==> config.mk <==
export PLATFORM = sky130hd
export DESIGN_NAME = timed_mode_indicator_sequencer_top
export DESIGN_NICKNAME = d
export VERILOG_FILES = /design/src/sv/tmis_pkg.sv /design/src/sv/timed_mode_indicator_sequencer_top.sv
export SDC_FILE = /design/constraint.sdc
export NUM_CORES = 1
export LEC_CHECK = 0
export ABC_AREA = 0
export BUFFER_PORTS_ARGS = -buffer_cell sky130_fd_sc_hd__buf_2
export CAP_MARGIN = 20
export CORE_MARGIN = 2
export CORE_UTILIZATION = 35
export CTS_CLUSTER_DIAMETER = 80
export DETAILED_ROUTE_END_ITERATION = 10
export HOLD_SLACK_MARGIN = 0.1
export PLACE_DENSITY = 0.52
export RECOVER_POWER = 100
export SLEW_MARGIN = 30
export SYNTH_ARGS = -nofsm -noshare
export SYNTH_HDL_FRONTEND = slang
export SYNTH_SLANG_ARGS = --single-unit
export TNS_END_PERCENT = 50
==> constraint.sdc <==
create_clock -name clk -period 9.5 [get_ports clk]
set_input_delay 0.95 -clock clk [delete_from_list [all_inputs] [get_ports clk]]
set_output_delay 0.95 -clock clk [all_outputs]
set_load 0.01 [all_outputs]
==> src/sv/tmis_pkg.sv <==
// Package with the types, codes and helpers of the timed mode indicator sequencer.
package tmis_pkg;

  // Width of the millisecond time base and of all time differences.
  localparam int TIME_BITS = 32;
  typedef logic [TIME_BITS-1:0] time_t;

  // Number of result slots one input word can fill, in delivery order.
  localparam int NUM_SLOTS = 8;
  localparam int SLOT_BITS = $clog2(NUM_SLOTS);

  // Input operations.
  typedef enum logic [1:0] {
    OP_TICK = 2'd0,
    OP_BEAT = 2'd1,
    OP_RX   = 2'd2,
    OP_NONE = 2'd3
  } op_t;

  // Bus codes.
  localparam logic [1:0] BUS_0 = 2'd0;
  localparam logic [1:0] BUS_1 = 2'd1;
  localparam logic [1:0] BUS_2 = 2'd2;

  // Side codes.
  localparam logic [1:0] SIDE_DEFEND = 2'd0;
  localparam logic [1:0] SIDE_OFFEND = 2'd1;
  localparam logic [1:0] SIDE_NONE   = 2'd2;

  // Result kinds.
  localparam logic KIND_FRAME = 1'b0;
  localparam logic KIND_LED   = 1'b1;

  // Configuration register indexes.
  localparam logic [2:0] REG_BEAT_MASK   = 3'd0;
  localparam logic [2:0] REG_SELF_TEST   = 3'd1;
  localparam logic [2:0] REG_CHALLENGE   = 3'd2;
  localparam logic [2:0] REG_SW_SHOW     = 3'd3;
  localparam logic [2:0] REG_SW_RELEASE  = 3'd4;

  // Received identifiers.
  localparam logic [10:0] ID_TO_OFFEND  = 11'h020;
  localparam logic [10:0] ID_TO_DEFEND  = 11'h030;
  localparam logic [10:0] ID_SELF_TEST  = 11'h040;
  localparam logic [10:0] ID_CHALLENGE  = 11'h050;
  localparam logic [10:0] ID_HALT_CLEAR = 11'h090;
  localparam logic [10:0] ID_HALT_KEEP  = 11'h100;

  // Transmitted identifiers.
  localparam logic [10:0] ID_BEAT_BASE  = 11'h100;
  localparam logic [10:0] ID_ST_BEGIN   = 11'h105;
  localparam logic [10:0] ID_ST_END     = 11'h106;
  localparam logic [10:0] ID_CH_BEGIN   = 11'h107;
  localparam logic [10:0] ID_CH_END     = 11'h108;
  localparam logic [10:0] ID_DEFEND_ANN = 11'h109;
  localparam logic [10:0] ID_OFFEND_ANN = 11'h10A;

  // Blink phase: the first color of a pair shows above this point.
  localparam logic [8:0] BLINK_MASK_BITS = 9'h1FF;
  localparam logic [8:0] BLINK_SPLIT     = 9'd256;

  // Colors.
  localparam logic [2:0] COL_GOLD    = 3'd0;
  localparam logic [2:0] COL_PINK    = 3'd1;
  localparam logic [2:0] COL_BLUE    = 3'd2;
  localparam logic [2:0] COL_GREEN   = 3'd3;
  localparam logic [2:0] COL_CYAN    = 3'd4;
  localparam logic [2:0] COL_ORANGE  = 3'd5;
  localparam logic [2:0] COL_INDIGO  = 3'd6;
  localparam logic [2:0] COL_MAGENTA = 3'd7;

  // One result word without its last flag.
  typedef struct packed {
    logic        kind;
    logic [1:0]  tx_bus;
    logic [10:0] tx_id;
    logic [7:0]  tx_byte;
    logic [2:0]  color;
  } res_t;

  // Transmit frame command; the data byte is the identifier minus 0x100.
  function automatic res_t mk_frame(input logic [1:0] bus, input logic [10:0] id);
    res_t r;
    r.kind    = KIND_FRAME;
    r.tx_bus  = bus;
    r.tx_id   = id;
    r.tx_byte = id[7:0];
    r.color   = COL_GOLD;
    return r;
  endfunction

  // LED color command.
  function automatic res_t mk_led(input logic [2:0] col);
    res_t r;
    r.kind    = KIND_LED;
    r.tx_bus  = BUS_0;
    r.tx_id   = '0;
    r.tx_byte = '0;
    r.color   = col;
    return r;
  endfunction

endpackage

==> src/sv/timed_mode_indicator_sequencer_top.sv <==
// Timed mode indicator sequencer: state update per input word and serial result drain.
// The first result of an input word appears in the cycle after the word is accepted.
// Throughput: one result word per cycle while out_stall is low; an input word yields at most six
// result words, drained one at a time from the slot buffer by the single result port.
// The next input word is taken in the same cycle as the final result of the previous one.
// Synchronous active-high reset clears all flags, times and pending results and loads
// the configuration registers with their default values.
module timed_mode_indicator_sequencer_top (
  input  logic        clk,
  input  logic        rst,
  input  logic        in_valid,
  output logic        in_stall,
  input  logic [1:0]  op,
  input  logic [1:0]  rx_bus,
  input  logic [10:0] rx_id,
  output logic        out_valid,
  input  logic        out_stall,
  output logic        kind,
  output logic [1:0]  tx_bus,
  output logic [10:0] tx_id,
  output logic [7:0]  tx_byte,
  output logic [2:0]  color,
  output logic        last,
  input  logic        wr_en,
  input  logic [2:0]  wr_index,
  input  logic [15:0] wr_data
);
  import tmis_pkg::*;

  // Configuration registers.
  logic [3:0]  beat_mask;
  logic [15:0] self_test_ms;
  logic [15:0] challenge_ms;
  logic [15:0] switch_show_ms;
  logic [15:0] switch_release_ms;

  // Sequencer state.
  time_t      time_ms, time_ms_next;
  logic [1:0] side, side_next;
  time_t      side_time, side_time_next;
  logic       busy, busy_next;
  logic       halted, halted_next;
  logic       st_req, st_req_next;
  logic       st_ann, st_ann_next;
  logic       st_run, st_run_next;
  time_t      st_start, st_start_next;
  logic       ch_req, ch_req_next;
  logic       ch_ann, ch_ann_next;
  logic       ch_run, ch_run_next;
  time_t      ch_start, ch_start_next;
  logic       def_ann, def_ann_next;
  logic       off_ann, off_ann_next;
  logic [2:0] beat_slot, beat_slot_next;

  // Result slot buffer.
  res_t                 slot [NUM_SLOTS];
  logic [NUM_SLOTS-1:0] pend;
  res_t                 cand [NUM_SLOTS];
  logic [NUM_SLOTS-1:0] cand_v;

  // Handshake terms.
  logic                 in_acc;
  logic                 out_acc;
  logic [SLOT_BITS-1:0] sel;
  logic [NUM_SLOTS-1:0] sel_hot;

  // Pass temporaries.
  time_t      time_inc;
  time_t      st_dt;
  time_t      ch_dt;
  time_t      sw_dt;
  logic       blink_first;
  logic [2:0] beat_s;

  // Pick the lowest pending slot; it is the final word when nothing else is left.
  always_comb begin
    sel = '0;
    for (int i = NUM_SLOTS - 1; i >= 0; i--) begin
      if (pend[i]) sel = SLOT_BITS'(i);
    end
  end

  assign sel_hot   = NUM_SLOTS'(1) << sel;
  assign out_valid = |pend;
  assign kind      = slot[sel].kind;
  assign tx_bus    = slot[sel].tx_bus;
  assign tx_id     = slot[sel].tx_id;
  assign tx_byte   = slot[sel].tx_byte;
  assign color     = slot[sel].color;
  assign last      = ~|(pend & ~sel_hot);
  assign out_acc   = out_valid && !out_stall;
  assign in_stall  = out_valid && !(out_acc && last);
  assign in_acc    = in_valid && !in_stall;

  // Next state and result slots for the word at the input.
  always_comb begin
    time_ms_next   = time_ms;
    side_next      = side;
    side_time_next = side_time;
    busy_next      = busy;
    halted_next    = halted;
    st_req_next    = st_req;
    st_ann_next    = st_ann;
    st_run_next    = st_run;
    st_start_next  = st_start;
    ch_req_next    = ch_req;
    ch_ann_next    = ch_ann;
    ch_run_next    = ch_run;
    ch_start_next  = ch_start;
    def_ann_next   = def_ann;
    off_ann_next   = off_ann;
    beat_slot_next = beat_slot;
    cand_v         = '0;
    for (int i = 0; i < NUM_SLOTS; i++) cand[i] = mk_led(COL_GOLD);

    time_inc    = time_ms + TIME_BITS'(1);
    st_dt       = time_inc - (st_req ? time_inc : st_start);
    ch_dt       = time_inc - (ch_req ? time_inc : ch_start);
    sw_dt       = time_inc - side_time;
    blink_first = (time_inc[8:0] & BLINK_MASK_BITS) > BLINK_SPLIT;
    beat_s      = beat_slot + 3'd1;

    unique case (op_t'(op))
      OP_TICK: begin
        time_ms_next = time_inc;
        if (!halted) begin
          // Self test: start, announce, blink until its time is up, then end.
          if (st_req) begin
            st_start_next = time_inc;
            st_req_next   = 1'b0;
          end
          if (st_req || st_ann) begin
            cand_v[0]   = 1'b1;
            cand[0]     = mk_frame(BUS_2, ID_ST_BEGIN);
            st_ann_next = 1'b0;
          end
          if (st_req || st_run) begin
            cand_v[1]   = 1'b1;
            st_run_next = 1'b1;
            if (st_dt <= TIME_BITS'(self_test_ms)) begin
              cand[1] = mk_led(blink_first ? COL_GOLD : COL_PINK);
            end else begin
              cand[1]     = mk_frame(BUS_2, ID_ST_END);
              st_run_next = 1'b0;
              busy_next   = 1'b0;
            end
          end

          // Challenge: same sequence with its own identifiers and length.
          if (ch_req) begin
            ch_start_next = time_inc;
            ch_req_next   = 1'b0;
          end
          if (ch_req || ch_ann) begin
            cand_v[2]   = 1'b1;
            cand[2]     = mk_frame(BUS_2, ID_CH_BEGIN);
            ch_ann_next = 1'b0;
          end
          if (ch_req || ch_run) begin
            cand_v[3]   = 1'b1;
            ch_run_next = 1'b1;
            if (ch_dt <= TIME_BITS'(challenge_ms)) begin
              cand[3] = mk_led(blink_first ? COL_BLUE : COL_GREEN);
            end else begin
              cand[3]     = mk_frame(BUS_2, ID_CH_END);
              ch_run_next = 1'b0;
              busy_next   = 1'b0;
            end
          end

          // Side switch windows.
          if (side == SIDE_DEFEND && sw_dt < TIME_BITS'(switch_show_ms)) begin
            cand_v[4] = 1'b1;
            cand[4]   = mk_led(blink_first ? COL_CYAN : COL_ORANGE);
            if (def_ann) begin
              cand_v[5]    = 1'b1;
              cand[5]      = mk_frame(BUS_2, ID_DEFEND_ANN);
              def_ann_next = 1'b0;
            end
            if (sw_dt > TIME_BITS'(switch_release_ms)) busy_next = 1'b0;
          end
          if (side == SIDE_OFFEND && sw_dt < TIME_BITS'(switch_show_ms)) begin
            cand_v[6] = 1'b1;
            cand[6]   = mk_led(blink_first ? COL_INDIGO : COL_MAGENTA);
            if (off_ann) begin
              cand_v[7]    = 1'b1;
              cand[7]      = mk_frame(BUS_2, ID_OFFEND_ANN);
              off_ann_next = 1'b0;
            end
            if (sw_dt > TIME_BITS'(switch_release_ms)) busy_next = 1'b0;
          end
        end
      end

      OP_BEAT: begin
        // Rotate through the four keep-alive slots.
        beat_slot_next = beat_s;
        if (beat_s >= 3'd1 && beat_s <= 3'd4 && beat_mask[2'(beat_s - 3'd1)]) begin
          cand_v[0] = 1'b1;
          cand[0]   = mk_frame((beat_s <= 3'd2) ? BUS_0 : BUS_1,
                               ID_BEAT_BASE + {8'd0, beat_s});
        end
        if (beat_s >= 3'd4) beat_slot_next = 3'd0;
      end

      OP_RX: begin
        // Received frame decode.
        if (rx_bus == BUS_0) begin
          if (rx_id == ID_TO_OFFEND) begin
            if (!busy) begin
              side_next      = SIDE_OFFEND;
              busy_next      = 1'b1;
              off_ann_next   = 1'b1;
              side_time_next = time_ms;
            end
          end else if (rx_id == ID_HALT_CLEAR) begin
            halted_next  = 1'b1;
            st_req_next  = 1'b0;
            st_ann_next  = 1'b0;
            st_run_next  = 1'b0;
            ch_req_next  = 1'b0;
            ch_ann_next  = 1'b0;
            ch_run_next  = 1'b0;
            def_ann_next = 1'b0;
            off_ann_next = 1'b0;
            busy_next    = 1'b0;
          end
        end else if (rx_bus == BUS_2) begin
          if (rx_id == ID_TO_DEFEND) begin
            if (!busy) begin
              side_next      = SIDE_DEFEND;
              busy_next      = 1'b1;
              def_ann_next   = 1'b1;
              side_time_next = time_ms;
            end
          end else if (rx_id == ID_HALT_KEEP) begin
            halted_next = 1'b1;
          end
        end else if (rx_bus == BUS_1) begin
          if (rx_id == ID_SELF_TEST) begin
            if (!busy) begin
              st_req_next = 1'b1;
              busy_next   = 1'b1;
            end
          end else if (rx_id == ID_CHALLENGE) begin
            if (!busy) begin
              ch_req_next = 1'b1;
              busy_next   = 1'b1;
            end
          end
        end
      end

      default: begin
      end
    endcase
  end

  // Configuration registers.
  always_ff @(posedge clk) begin
    if (rst) begin
      beat_mask         <= 4'd15;
      self_test_ms      <= 16'd8000;
      challenge_ms      <= 16'd25000;
      switch_show_ms    <= 16'd2100;
      switch_release_ms <= 16'd2000;
    end else if (wr_en) begin
      unique case (wr_index)
        REG_BEAT_MASK:  beat_mask         <= wr_data[3:0];
        REG_SELF_TEST:  self_test_ms      <= wr_data;
        REG_CHALLENGE:  challenge_ms      <= wr_data;
        REG_SW_SHOW:    switch_show_ms    <= wr_data;
        REG_SW_RELEASE: switch_release_ms <= wr_data;
        default: begin
        end
      endcase
    end
  end

  // Sequencer state update on an accepted word.
  always_ff @(posedge clk) begin
    if (rst) begin
      time_ms   <= '0;
      side      <= SIDE_NONE;
      side_time <= '0;
      busy      <= 1'b0;
      halted    <= 1'b0;
      st_req    <= 1'b0;
      st_ann    <= 1'b0;
      st_run    <= 1'b0;
      st_start  <= '0;
      ch_req    <= 1'b0;
      ch_ann    <= 1'b0;
      ch_run    <= 1'b0;
      ch_start  <= '0;
      def_ann   <= 1'b0;
      off_ann   <= 1'b0;
      beat_slot <= '0;
    end else if (in_acc) begin
      time_ms   <= time_ms_next;
      side      <= side_next;
      side_time <= side_time_next;
      busy      <= busy_next;
      halted    <= halted_next;
      st_req    <= st_req_next;
      st_ann    <= st_ann_next;
      st_run    <= st_run_next;
      st_start  <= st_start_next;
      ch_req    <= ch_req_next;
      ch_ann    <= ch_ann_next;
      ch_run    <= ch_run_next;
      ch_start  <= ch_start_next;
      def_ann   <= def_ann_next;
      off_ann   <= off_ann_next;
      beat_slot <= beat_slot_next;
    end
  end

  // Pending mask: load on accept, clear each slot as its word is taken.
  always_ff @(posedge clk) begin
    if (rst) begin
      pend <= '0;
    end else if (in_acc) begin
      pend <= cand_v;
    end else if (out_acc) begin
      pend <= pend & ~sel_hot;
    end
  end

  // Result payloads.
  always_ff @(posedge clk) begin
    if (in_acc) begin
      for (int i = 0; i < NUM_SLOTS; i++) slot[i] <= cand[i];
    end
  end

endmodule
# Word-level counts from Yosys, hierarchy flattened
# Memories as Yosys holds them, arrays and structs flattened.
# Index checks and enable logic that the tools add are counted.
[totals] word_cells=261 out_inout_bits=28 mem_count=1 ramBits=200 inputBits=39 reg_bits=219
[memory_table] memory="slot" depth=8 word_bits=25 rd=1 rd_clocked_by_memory_dff=0 write_ports=8 line="timed_mode_indicator_sequencer_top.sv:56" rtl="res_t slot [NUM_SLOTS];"
[classes] add_sub_neg=7 n_bitwise=3 n_shift=1 order_cmp=10 n_reduce_logical=47 eq_ne=47 n_mux=123
[ops] op="$mux 25" n=9
[ops] op="$mux 32" n=7
[ops] op="$mux 200" n=1
[ops] op="$mux 175" n=1
[ops] op="$sub 32x32->32" n=3
[ops] op="$mux 1" n=70
[ops] op="$le 32x16->1" n=2
[ops] op="$mux 28" n=2
[ops] op="$reduce_and 7->1" n=8
[ops] op="$pmux 25 s2" n=1
[ops] op="$ne 3x3->1 const B" n=12
[ops] op="$add 32x1->32 const B" n=1
[ops] op="$gt 32x16->1" n=1
[ops] op="$lt 32x16->1" n=1
[ops] op="$ne 2x2->1 const B" n=14
[ops] op="$mux 3" n=9
[ops] op="$mux 8" n=3
[ops] op="$eq 11x6->1 const B" n=2
[ops] op="$eq 11x7->1 const B" n=2
[ops] op="$pmux 1 s2" n=10
[ops] op="$reduce_and 9->1" n=2
[ops] op="$mux 2" n=8
[ops] op="$reduce_or 8->1" n=2
[ops] op="$reduce_and 2->1" n=7
[ops] op="other kinds (34)" n=60

# Longest topological paths before layout
# Gate-level depths: netlist of the first run.
[depth] word_depth=20 depth_mapped=35 mapped_depth_nobuf=31

# Worst setup path after synthesis of the first run
# Ideal clock, no wire load.
[synth_path] kind="register to register" start="register ch_req" end="register busy" period_less_slack_ns=7.376 stages_incl_launch_ff=35 required_time_ns=9.420 path_buffers=7 setup_ns=0.080 arrival_time_ns=7.296 setup_slack_ns=2.124 path_cell_list="dfxtp_1 -> clkbuf_1 -> clkbuf_1 -> clkbuf_1 -> clkbuf_1 -> buf_1 -> buf_1 -> clkbuf_1 -> mux2i_1 -> ha_1 -> nand3b_1 -> nand2_1 -> o311a_1 -> o311ai_0 -> a211oi_1 -> nor2_1 -> nand2_1 -> a211oi_1 -> a21oi_1 -> o21a_1 -> ha_1 -> a21o_1 -> a21o_1 -> a21oi_1 -> o221ai_1 -> a221oi_1 -> o31ai_1 -> a2111oi_0 -> and4_1 -> nand4_1 -> nand4b_1 -> nor4_1 -> nand4_1 -> a221o_1 -> a211oi_2"
[synth_via] elab_chain_len=11 word_cells_on_any_way=12 cone_classes="add/sub (1); order compare (1); mux (9); reduce/logical (1)"
[synth_lines] element="start, declared" line="timed_mode_indicator_sequencer_top.sv:47" rtl="logic ch_req, ch_req_next;"
[synth_lines] element="start signal, assigned" line="timed_mode_indicator_sequencer_top.sv:309" rtl="ch_req <= ch_req_next;"
[synth_lines] element="$mux 32"
[synth_lines] element="$sub 32x32->32" line="timed_mode_indicator_sequencer_top.sv:118" rtl="ch_dt = time_inc - (ch_req ? time_inc : ch_start);"
[synth_lines] element="$le 32x16->1" line="timed_mode_indicator_sequencer_top.sv:162" rtl="if (ch_dt <= TIME_BITS'(challenge_ms)) begin"
[synth_lines] element="$mux 1" line="timed_mode_indicator_sequencer_top.sv:162"
[synth_lines] element="$mux 1 *" line="timed_mode_indicator_sequencer_top.sv:159" rtl="if (ch_req || ch_run) begin"
[synth_lines] element="$mux 1" line="timed_mode_indicator_sequencer_top.sv:180" rtl="if (sw_dt > TIME_BITS'(switch_release_ms)) busy_next = 1'b0;"
[synth_lines] element="$mux 1 *" line="timed_mode_indicator_sequencer_top.sv:172" rtl="if (side == SIDE_DEFEND && sw_dt < TIME_BITS'(switch_show_ms)) begin"
[synth_lines] element="$mux 1" line="timed_mode_indicator_sequencer_top.sv:190" rtl="if (sw_dt > TIME_BITS'(switch_release_ms)) busy_next = 1'b0;"
[synth_lines] element="$mux 1 *" line="timed_mode_indicator_sequencer_top.sv:182" rtl="if (side == SIDE_OFFEND && sw_dt < TIME_BITS'(switch_show_ms)) begin"
[synth_lines] element="$mux 1 *" line="timed_mode_indicator_sequencer_top.sv:126" rtl="if (!halted) begin"
[synth_lines] element="$pmux 1 s2 *" line="timed_mode_indicator_sequencer_top.sv:123" rtl="unique case (op_t'(op))"
[synth_lines] element="end signal, assigned" line="timed_mode_indicator_sequencer_top.sv:303" rtl="busy <= busy_next;"
[synth_lines] element="end, declared" line="timed_mode_indicator_sequencer_top.sv:41" rtl="logic busy, busy_next;"
# Every way passes the cells marked *; elsewhere a longest branch is shown, timed or not. The select of a mux whose other input is x is not followed.
# A chain may end at the register's enable or synchronous reset.

# Worst setup path after layout of the first run
[layout_path] start="register time_ms[0]" end="register pend[5]"
[layout_via] elab_chain_len=8
[layout_lines] element="start, declared" line="timed_mode_indicator_sequencer_top.sv:38" rtl="time_t time_ms, time_ms_next;"
[layout_lines] element="start signal, assigned" line="timed_mode_indicator_sequencer_top.sv:300" rtl="time_ms <= time_ms_next;"
[layout_lines] element="$add 32x1->32" line="timed_mode_indicator_sequencer_top.sv:116" rtl="time_inc = time_ms + TIME_BITS'(1);"
[layout_lines] element="$sub 32x32->32" line="timed_mode_indicator_sequencer_top.sv:119" rtl="sw_dt = time_inc - side_time;"
[layout_lines] element="$lt 32x16->1" line="timed_mode_indicator_sequencer_top.sv:172"
[layout_lines] element="$logic_and 1x1->1" line="timed_mode_indicator_sequencer_top.sv:172"
[layout_lines] element="$mux 2" line="timed_mode_indicator_sequencer_top.sv:172"
[layout_lines] element="$mux 8" line="timed_mode_indicator_sequencer_top.sv:126"
[layout_lines] element="$mux 7" line="timed_mode_indicator_sequencer_top.sv:123"
[layout_lines] element="$mux 8" line="timed_mode_indicator_sequencer_top.sv:323" rtl="end else if (in_acc) begin"
[layout_lines] element="end signal, assigned" line="timed_mode_indicator_sequencer_top.sv:324" rtl="pend <= cand_v;"
[layout_lines] element="end signal, assigned" line="timed_mode_indicator_sequencer_top.sv:326" rtl="pend <= pend & ~sel_hot;"
[layout_lines] element="end, declared" line="timed_mode_indicator_sequencer_top.sv:57" rtl="logic [NUM_SLOTS-1:0] pend;"
# Every way passes these cells.

==> results of run 1 <==
[critical path, delay by kind of cell (launching register included)]
family,cells,cell delay [ns]
adder cells (fa/ha/maj),5,1.94
AO/OA/AOI/OAI,8,1.61
XOR/XNOR,1,0.17
flip-flops,1,0.67
AND/OR/NAND/NOR,9,3.77
[worst max-delay path by stage]
stage,to,slack (ns),cells past startpoint
finish,pend[5],1.19,23
global placement,busy,1.52,27
CTS,busy,1.60,27
floorplan,busy,2.12,34
global route,pend[5],0.58,23
detailed placement,busy,1.64,27
[flip-flops by register name (all words and copies together) (netlist names), 2 cells and up]
name	count
side_time	32
beat_slot	3
switch_release_ms	16
switch_show_ms	16
pend	8
st_start	32
beat_mask	4
time_ms	32
ch_start	32
slot	24
self_test_ms	16
challenge_ms	16
side	2
[cell type report]
type                            instances  area [sq um]  share of cell area (%)
Multi-Input combinational cell       2048         13840                   63.08
Tap cell                              765         957.2                   4.363
Clock buffer                           48         974.7                   4.443
Clock inverter                         11         98.84                  0.4505
Inverter                              150         564.3                   2.572
Timing Repair Buffer                   80         437.9                   1.996
Sequential cell                       241          5067                   23.10
[Yosys cell counts (14+ instances only)]
cell	instances	area, sq um
nor2_1	345	1295
nand2_1	250	938.4
dfxtp_1	217	4344
a21oi_1	199	996.0
inv_1	147	551.8
o21ai_0	113	565.5
clkbuf_1	111	416.7
ha_1	100	1251
xnor2_1	77	674.4
a211oi_1	69	518.0
nor3_1	65	325.3
mux2i_1	48	480.5
a21o_1	46	345.3
xnor3_1	43	968.4
nand3_1	39	195.2
xor2_1	38	332.8
nand4_1	32	200.2
and3_1	31	193.9
nand2b_1	31	193.9
o211ai_1	27	202.7
and2_1	25	156.4
maj3_1	25	250.2
buf_2	24	120.1
edfxtp_1	24	720.7
nand3b_1	24	180.2
or3_1	23	143.9
o21a_1	22	165.2
a31oi_1	20	125.1
a211o_1	19	166.4
buf_4	19	142.6
nor2b_1	19	118.9
nor4_1	18	112.6
o31ai_1	16	120.1
or2_2	15	93.84
a2111oi_0	14	122.6
o31a_1	14	122.6
[per-layer routing]
layer  global-route usage (%)  vias to the layer above  routed length (um)
met5                        0                        -                  13
met2                    37.72                      645               31990
met1                    32.99                     9239               33250
met3                    3.194                      117                4317
li1                         -                     9265                   -
met4                    8.034                        2                2495
[kinds of logic (layout without fill, tap and decap cells)]
group                    after synthesis  after routing  synth area share, %
AO/OA/AOI/OAI                        716            716                24.11
XOR/XNOR                             160            160                9.990
adder cells (fa/ha/maj)              137            137                8.241
buffers and inverters                315            289                6.406
flip-flops                           241            241                25.10
multiplexers                          52             52                2.604
other                                  1             10              0.01859
AND/OR/NAND/NOR                      973            973                23.53
[power breakdown]
group	switching [mW]	leakage (nW)	internal, mW	total, mW
combinational	0.258	6.20	0.148	0.405
clock	0.512	0.520	0.744	1.26
sequential	0.0135	1.98	1.05	1.06
total	0.783	8.70	1.94	2.72
==> impl_metrics.yaml, run 1 <==
status:
  status: "complete, but fails checks"
  violations: "capacitance limit, slew limit"
setup_path:
  crit_slowest_cell: "nand4_1"
  crit_fanout: 13
  cp.required_ns: 9.93
  crit_start: "time_ms[0]"
  worstPathArrival_ns: 8.74
  rrSetupSlack_ns: 1.19
  slowest_delay_ns: 0.75
  r2r_end: "pend[5]"
  path_cells: "ha_1 > nand4_1 > nor4_1 > nor2_1 > maj3_1 > o21a_1 > nand2_1 > a21boi_0 > maj3_1 > maj3_1 > xor2_1 > ha_1 > nand4_1 > o211ai_1 > a21oi_1 > o211ai_1 > a2111oi_0 > o2111ai_1 > nor4_1 > nand4_1 > nor3_1 > nand3_1 > a21oi_1"
  r2r_cells: 23
  r2r-start: "time_ms[0]"
  crit_type: "flop to flop"
  critPathLaunchType: "flop"
  endpoint_kind: "flop"
logic_synthesis:
  ys_seq_elements: 241
  ys.flop_type: "dfxtp_1"
  ys.warnings.count: 0
  syn_avg_cell_area_sq_um: 7.775
  ys_async_sr_fraction_pct: 0
  synth_cell_type_count: 107
  syn-instance-count: 2595
  seq_area_frac_synth_pct: 25.10
  synth_area_sq_mm: 0.02018
  synth_edf_count: 24
routing:
  drt_iter0_markers: 1695
  wirelength_um: 72060
  vias: 19268
  viasPerCell: 5.764
  postRouteAntennaNets: 0
  post-route-drc-count: 0
  wl_per_cell_um: 21.56
  drtPass1Iterations: 8
sta:
  worstMarginPinSlew_ns: 3.386
  rsz0062_at_grt: "no"
  max_clock_freq_ghz: 0.1204
  timing.final.setup_violations: 0
  hold_violations: 0
  fin_skew_ns: 0.02845
  timing.final.ws_setup_ns: 1.194
  finalCritPeriodShare_pct: 87.43
  fin_crit_ns: 8.306
  timing.max_slew.rel_slack_pct: -125.7
  hold_ws_ns: 0.4549
  slew_violations: 352
  fin_setup_tns_ns: 0
die:
  io_pins: 67
  die_h_um: 244.1
  coreArea_sq_mm: 0.05737
  dieArea_sq_mm: 0.05958
  rows: 88
  die_w_um: 244.1
  start_util_pct: 35.17
final_layout:
  final_area_sq_mm: 0.02194
  fin_util_pct: 38.25
  nets: 2697
  layout-drive-gt1-share_pct: 6.711
  final_cells: 3343
  final_cell_mix: "nor2_1, nand2_1, dfxtp_1"
  final_common_cell: "nor2_1"
  area_delta_synth_final_pct: 8.737
  fillCellCount: 6004
  diodes: 0
min_path:
  min_to: "switch_release_ms[2]"
  min_delay_path_depth: 2
  hold_path.class: "flop to flop"
  hp-start: "switch_release_ms[2]"
place:
  dp.cells: 3284
  io_buffers: 56
  dpl-instance-area_sq_mm: 0.02100
  place.gp.congestion: 0.9619
  hpwl_um: 55100
  place_ws_ns: 1.643
global_route:
  grt_pass1_wl_um: 110600
  grt_overflow: 0
  antenna_found_initial: 1
  grt_pass1_vias: 18005
  grtUsageTotal_pct: 23.74
  grt_max_degree: 84
clocking:
  cts_htree_levels: 2
  cts_buffer_depth: 3
  cts_setup_buffers: 0
  cts_tree: "done"
  clkTransAtPathRegs_ns: 0.06
  cts_resized: 0
  hold_buffers: 0
  clock-sinks: 241
  root_buffer: "clkbuf_16"
  cts_buffers: 34
  clk-insertion-delay-late_ns: 0.55
run:
  max-cap-violations: 8
power_and_ir_drop:
  max-vdd-ir-drop_v: 0.00008813
  leakagePower_nw: 8.704
  p_total_mw: 2.720
  power.density_mw_per_mm2: 124.0
(Power assumes the default switching activity.)
==> inputs of run 2 (changes only) <==
CTS_BUF_LIST = sky130_fd_sc_hd__clkbuf_2   (was unset)
REMOVE_ABC_BUFFERS = 1   (was unset)
==> run 2 against run 1 <==
  * Worst hold slack worse by 0.24 ns
  * Final area decreased by 1.5%
  * Utilization shrank 0.57 points
  * Via count increased by 1.7%
  * Flip-flop and latch count unchanged
  * Total power is 15% lower
  * Non-clock buffer count is 12 higher
  * Routed wire length increased by 0.41%
  * The run still ends with capacitance limit, slew limit left
  * Sequential share of layout area increased by 0.34 points
  * Fmax down 0.99%
  * First-iteration DRC count grew 11%
  * Clock power is 34% lower
  * Largest cell class unchanged
==> impl_metrics.yaml, run 2 (synthesis gave the netlist of run 1 again) <==
setup_path:
  slowest_delay_ns: 0.88
  rrSetupSlack_ns: 1.11
  cp_common_cell: "ha_1"
  worstPathArrival_ns: 9.33
  r2r_cells: 25
  crit_type: "flop to flop"
  crit_fanout: 13
  cp.required_ns: 10.44
  crit_start: "time_ms[0]"
  crit_slowest_cell: "a2111oi_0"
  r2r-start: "time_ms[0]"
  critPathLaunchType: "flop"
  endpoint_kind: "flop"
  r2r_end: "off_ann"
min_path:
  hp-start: "wr_data[3]"
  min_delay_path_depth: 3
  min_to: "switch_release_ms[3]"
  hold_path.class: "input port to flop"
status:
  status: "complete, but fails checks"
  violations: "capacitance limit, slew limit"
final_layout:
  final_cells: 3423
  fin_util_pct: 37.68
  area_delta_synth_final_pct: 7.125
  nets: 2748
  final_cell_mix: "nor2_1, nand2_1, dfxtp_1"
  final_common_cell: "nor2_1"
  final_area_sq_mm: 0.02161
  layout-drive-gt1-share_pct: 8.776
routing:
  drtPass1Iterations: 5
  drt_iter0_markers: 1885
  viasPerCell: 5.726
  wirelength_um: 72360
  wl_per_cell_um: 21.14
  postRouteAntennaNets: 0
  vias: 19601
  post-route-drc-count: 0
die:
  rows: 88
  coreArea_sq_mm: 0.05737
  die_h_um: 244.1
  start_util_pct: 35.17
  dieArea_sq_mm: 0.05958
  io_pins: 67
  die_w_um: 244.1
clocking:
  cts_htree_levels: 3
  cts_buffer_depth: 3
  clock-sinks: 241
  clkTransAtPathRegs_ns: 0.10
  root_buffer: "clkbuf_2"
  cts_resized: 0
  clk-insertion-delay-late_ns: 1.13
  cts_buffers: 73
  cts_tree: "done"
place:
  dp.cells: 3283
  io_buffers: 56
  dpl-instance-area_sq_mm: 0.02095
  place_ws_ns: 1.282
  hpwl_um: 54270
  place.gp.congestion: 0.9495
sta:
  fin_setup_tns_ns: 0
  hold_ws_ns: 0.2102
  timing.max_slew.rel_slack_pct: -184.6
  finalCritPeriodShare_pct: 88.30
  max_clock_freq_ghz: 0.1192
  timing.final.setup_violations: 0
  hold_violations: 0
  slew_violations: 400
  fin_skew_ns: 0.1392
  fin_crit_ns: 8.389
  rsz0062_at_grt: "no"
  worstMarginPinSlew_ns: 4.269
  timing.final.ws_setup_ns: 1.111
global_route:
  grtUsageTotal_pct: 23.84
  grt_pass1_vias: 18513
  grt_pass1_wl_um: 110800
  antenna_found_initial: 2
  grt_max_degree: 95
  grt_overflow: 0
power_and_ir_drop:
  power.density_mw_per_mm2: 106.4
  leakagePower_nw: 8.707
  p_total_mw: 2.300
  max-vdd-ir-drop_v: 0.00005660
run:
  max-cap-violations: 10
[run 2: cell type report]
type	instances	area, sq um
inverters	150	563.0
clock buffers	98	490.5
well taps	765	957.2
fillers	6045	35750
multi-input cells	2048	13860
flip-flops and latches	241	5066
clock inverters	26	145.1
diodes	3	7.507
repair buffers	92	529.3
[run 2: worst max path at each step]
stage,to,cells after the start
after floorplan,busy,29
after global placement,busy,30
after detailed placement,busy,30
after CTS,busy,30
after global routing,off_ann,25
final,off_ann,25
[run 2: power breakdown]
part / switching, mW / internal, mW / total (mW)
Clock: 0.522 / 0.310 / 0.832
Sequential: 0.0124 / 1.04 / 1.06
Combinational: 0.261 / 0.151 / 0.412
[run 2: timing repair]
| item | 4_1_cts | 5_1_grt |
|---|---|---|
| setup buffers | 0 | 0 |
| hold buffers | 13 | 0 |
| endpoints found under the setup margin | 0 | 0 |
| hold endpoints to repair | 30 | 0 |
[run 2: routing by layer]
| metal | vias to the layer above | share of wire [%] | GRT usage (%) | wire [um] |
|---|---|---|---|---|
| met2 | 680 | 44 | 36.96 | 31800 |
| met4 | 0 | 3.3 | 8.590 | 2402 |
| li1 | 9412 | - | - | - |
| met1 | 9371 | 46 | 33.32 | 33650 |
| met3 | 138 | 6.2 | 3.764 | 4507 |
| met5 | - | 0 | 0 | 0 |
[run 2: worst max-delay path, delay by kind of cell, from the launching register on]
family,cells,cell delay [ns]
AOI/OAI and AO/OA,10,3.85
and+or+nand+nor,8,1.66
adders and majority gates,3,1.11
DFF,1,0.68
xor gates and xnor gates,2,0.59
muxes,1,0.19
buffers and inverters,1,0.17
==> inputs of run 3 (changes only) <==
ABC_AREA = 1   (was 0)
clock period = 10.7 ns   (was 9.5 ns; I/O delays follow)
==> run 3 against run 2 <==
  * The run still ends with capacitance limit, slew limit left
  * Utilization grew 0.37 points
  * Synthesized cell count rose by 25%
  * Global-route usage barely moved
  * Fmax increased by 18%
  * First-iteration DRC count fell by 19%
  * Critical path depth decreased by 8
  * Final area down 0.93%
  * Sequential power grew 5%
  * Synthesized area decreased by 1.5%
  * Worst setup slack better by 2.5 ns
  * Cell count up 20%
==> impl_metrics.yaml, run 3 <==
status:
  status: "complete, but fails checks"
  violations: "capacitance limit, slew limit"
power_and_ir_drop:
  pwr-share-comb_pct: 69.2
  p_clk_share_pct: 12.8
  power_switching_mw: 3.422
  internal_power_mw: 2.715
  pwr-share-seq_pct: 18.0
  leakagePower_nw: 10.72
  max-vdd-ir-drop_v: 0.0001395
  switching_share_pct: 55.76
  power.density_mw_per_mm2: 286.6
  p_total_mw: 6.137
logic_synthesis:
  synth_cell_type_count: 64
  synth_area_sq_mm: 0.01987
  yosys-top-cells-area: "dfxtp_1, nand2_1, inv_1"
  ys_async_sr_fraction_pct: 0
  syn_avg_cell_area_sq_um: 6.134
  synth.most_common_cell: "nand2_1"
  synth_common_cells: "nand2_1, inv_1, a21oi_1"
  ys.flop_type: "dfxtp_1"
  ys_seq_elements: 241
  syn-instance-count: 3239
  yosysTopAreaCell: "dfxtp_1"
  seq_area_frac_synth_pct: 25.49
  ys.warnings.count: 0
  synth_top_area_share_pct: 21.86
  synth_edf_count: 24
place:
  io_buffers: 56
  place.gp.congestion: 0.9312
  hpwl_um: 56470
clocking:
  cts_resized: 0
  clock-sinks: 241
  cts_htree_levels: 3
  cts_buffer_depth: 3
  cts_setup_buffers: 0
  clkTransAtPathRegs_ns: 0.10
  root_buffer: "clkbuf_2"
  cts_tree: "done"
  hold_buffers: 0
  clk-insertion-delay-late_ns: 1.10
  cts_buffers: 75
sta:
  finalCritPeriodShare_pct: 66.68
  slew_violations: 269
  fin_crit_ns: 7.134
  max_clock_freq_ghz: 0.1402
  rsz0062_at_grt: "no"
  timing.final.setup_violations: 0
  timing.max_slew.rel_slack_pct: -134.9
  fin_skew_ns: 0.1419
  hold_violations: 0
  fin_setup_tns_ns: 0
  worstMarginPinSlew_ns: 3.523
global_route:
  antenna_found_initial: 2
  grtUsageTotal_pct: 23.80
  grt_overflow: 0
  grt_pass1_vias: 19458
  grt_pass1_wl_um: 108600
  grt_max_degree: 87
routing:
  drt_iter0_markers: 1530
  wl_per_cell_um: 17.15
  viasPerCell: 5.047
  drtPass1Iterations: 6
  post-route-drc-count: 0
  vias: 20745
  postRouteAntennaNets: 0
  wirelength_um: 70480
final_layout:
  final_cell_mix: "nand2_1, inv_1, a21oi_1"
  final_common_cell: "nand2_1"
  area_delta_synth_final_pct: 7.771
  nets: 3441
  layout-drive-gt1-share_pct: 9.278
die:
  rows: 87
  coreArea_sq_mm: 0.05628
  start_util_pct: 35.31
  io_pins: 67
  dieArea_sq_mm: 0.05869
  die_w_um: 242.3
  die_h_um: 242.3
setup_path:
  critical-path-top-delay-family: "buffers and inverters"
  slowest_delay_ns: 1.86
  crit_slowest_cell: "clkbuf_1"
  path_buf_inv: 4
  endpoint_kind: "flop"
  path_cells: "nor2_1 > nand3_1 > nor2_1 > inv_1 > o21ai_0 > nand3_1 > a211oi_1 > nand2_1 > nand2_1 > nand2_1 > inv_1 > nand3_1 > nor3_1 > clkbuf_1 > inv_1 > o21ai_0 > a21oi_1"
  cp.required_ns: 11.60
  critPathLaunchType: "flop"
  worstPathArrival_ns: 8.04
  crit_fanout: 58
  crit_type: "flop to flop"
run:
  max-cap-violations: 6
min_path:
  hold_path.class: "input port to flop"
run 3: area by class of cell:
type	instances	area [sq um]
fillers	6380	34860
multi-input cells	2412	12470
flip-flops and latches	241	5066
inverters	498	1871
well taps	756	945.9
clock buffers	102	510.5
repair buffers	71	346.6
clock inverters	28	200.2
diodes	2	5.005
run 3: path summary, 6_finish.rpt:
path / start / end / slack, ns / depth (start not counted)
setup reg to reg: pend[1] / side_time[30] / 3.57 / 17
hold reg to reg: side_time[30] / side_time[30] / 0.47 / 2
hold / removal: wr_data[4] / switch_release_ms[4] / 0.29 / 3
setup / recovery: pend[1] / side_time[30] / 3.57 / 17
run 3: per-layer routing:
| layer | global-route usage, % | vias up | wire length (um) |
|---|---|---|---|
| met2 | 37.17 | 557 | 30440 |
| met5 | 0 | - | 0 |
| met1 | 33.44 | 9416 | 34380 |
| met4 | 7.970 | 0 | 1716 |
| met3 | 3.456 | 104 | 3944 |
| li1 | - | 10668 | - |
run 3: kinds of logic (layout without fill, tap and decap cells):
logic type	after synthesis	count (layout)	share of synthesized area, %
AO/OA/AOI/OAI	637	637	17.19
XOR/XNOR	54	54	2.456
adder cells (fa/ha/maj)	103	103	6.600
buffers and inverters	595	699	11.68
flip-flops	241	241	25.49
other	1	12	0.01887
AND/OR/NAND/NOR	1608	1608	36.57
run 3: per-stage QoR:
stage | hold slack, ns | setup WS [ns] | std cells | area (sq um) | utilization [%]
after floorplan | 0.4236 | 5.319 | 3151 | 19450 | -
after detailed placement | 0.4542 | 5.051 | 3978 | 20810 | 36.98
final | 0.2861 | 3.566 | 4110 | 21410 | 38.05
after global routing | 0.2594 | 2.638 | 4109 | 21410 | 38.04
after CTS | 0.1469 | 4.948 | 4108 | 21520 | 38.24
after global placement | 0.4493 | 5.075 | 3978 | 20810 | 36.98
run 3: worst reg2reg max path, stage by stage (launching register included):
cell and delay [ns]:
dfxtp_1 0.39, nor2_1 0.11, nand3_1 0.09, nor2_1 0.63, inv_1 0.28, o21ai_0 0.30, nand3_1 0.13, a211oi_1 0.25
nand2_1 0.08, nand2_1 0.08, nand2_1 0.29, inv_1 1.02, nand3_1 0.17, nor3_1 0.26, clkbuf_1 1.86, inv_1 0.67
o21ai_0 0.36, a21oi_1 0.06
run 3: power by group through the flow:
stage	Combinational, mW	Clock, mW	Sequential (mW)
floorplan	3.10	0	1.10
global placement	4.26	0	1.13
detailed placement	4.25	0	1.12
CTS	4.27	0.817	1.10
global route	4.84	0.860	1.12
finish	4.25	0.786	1.11
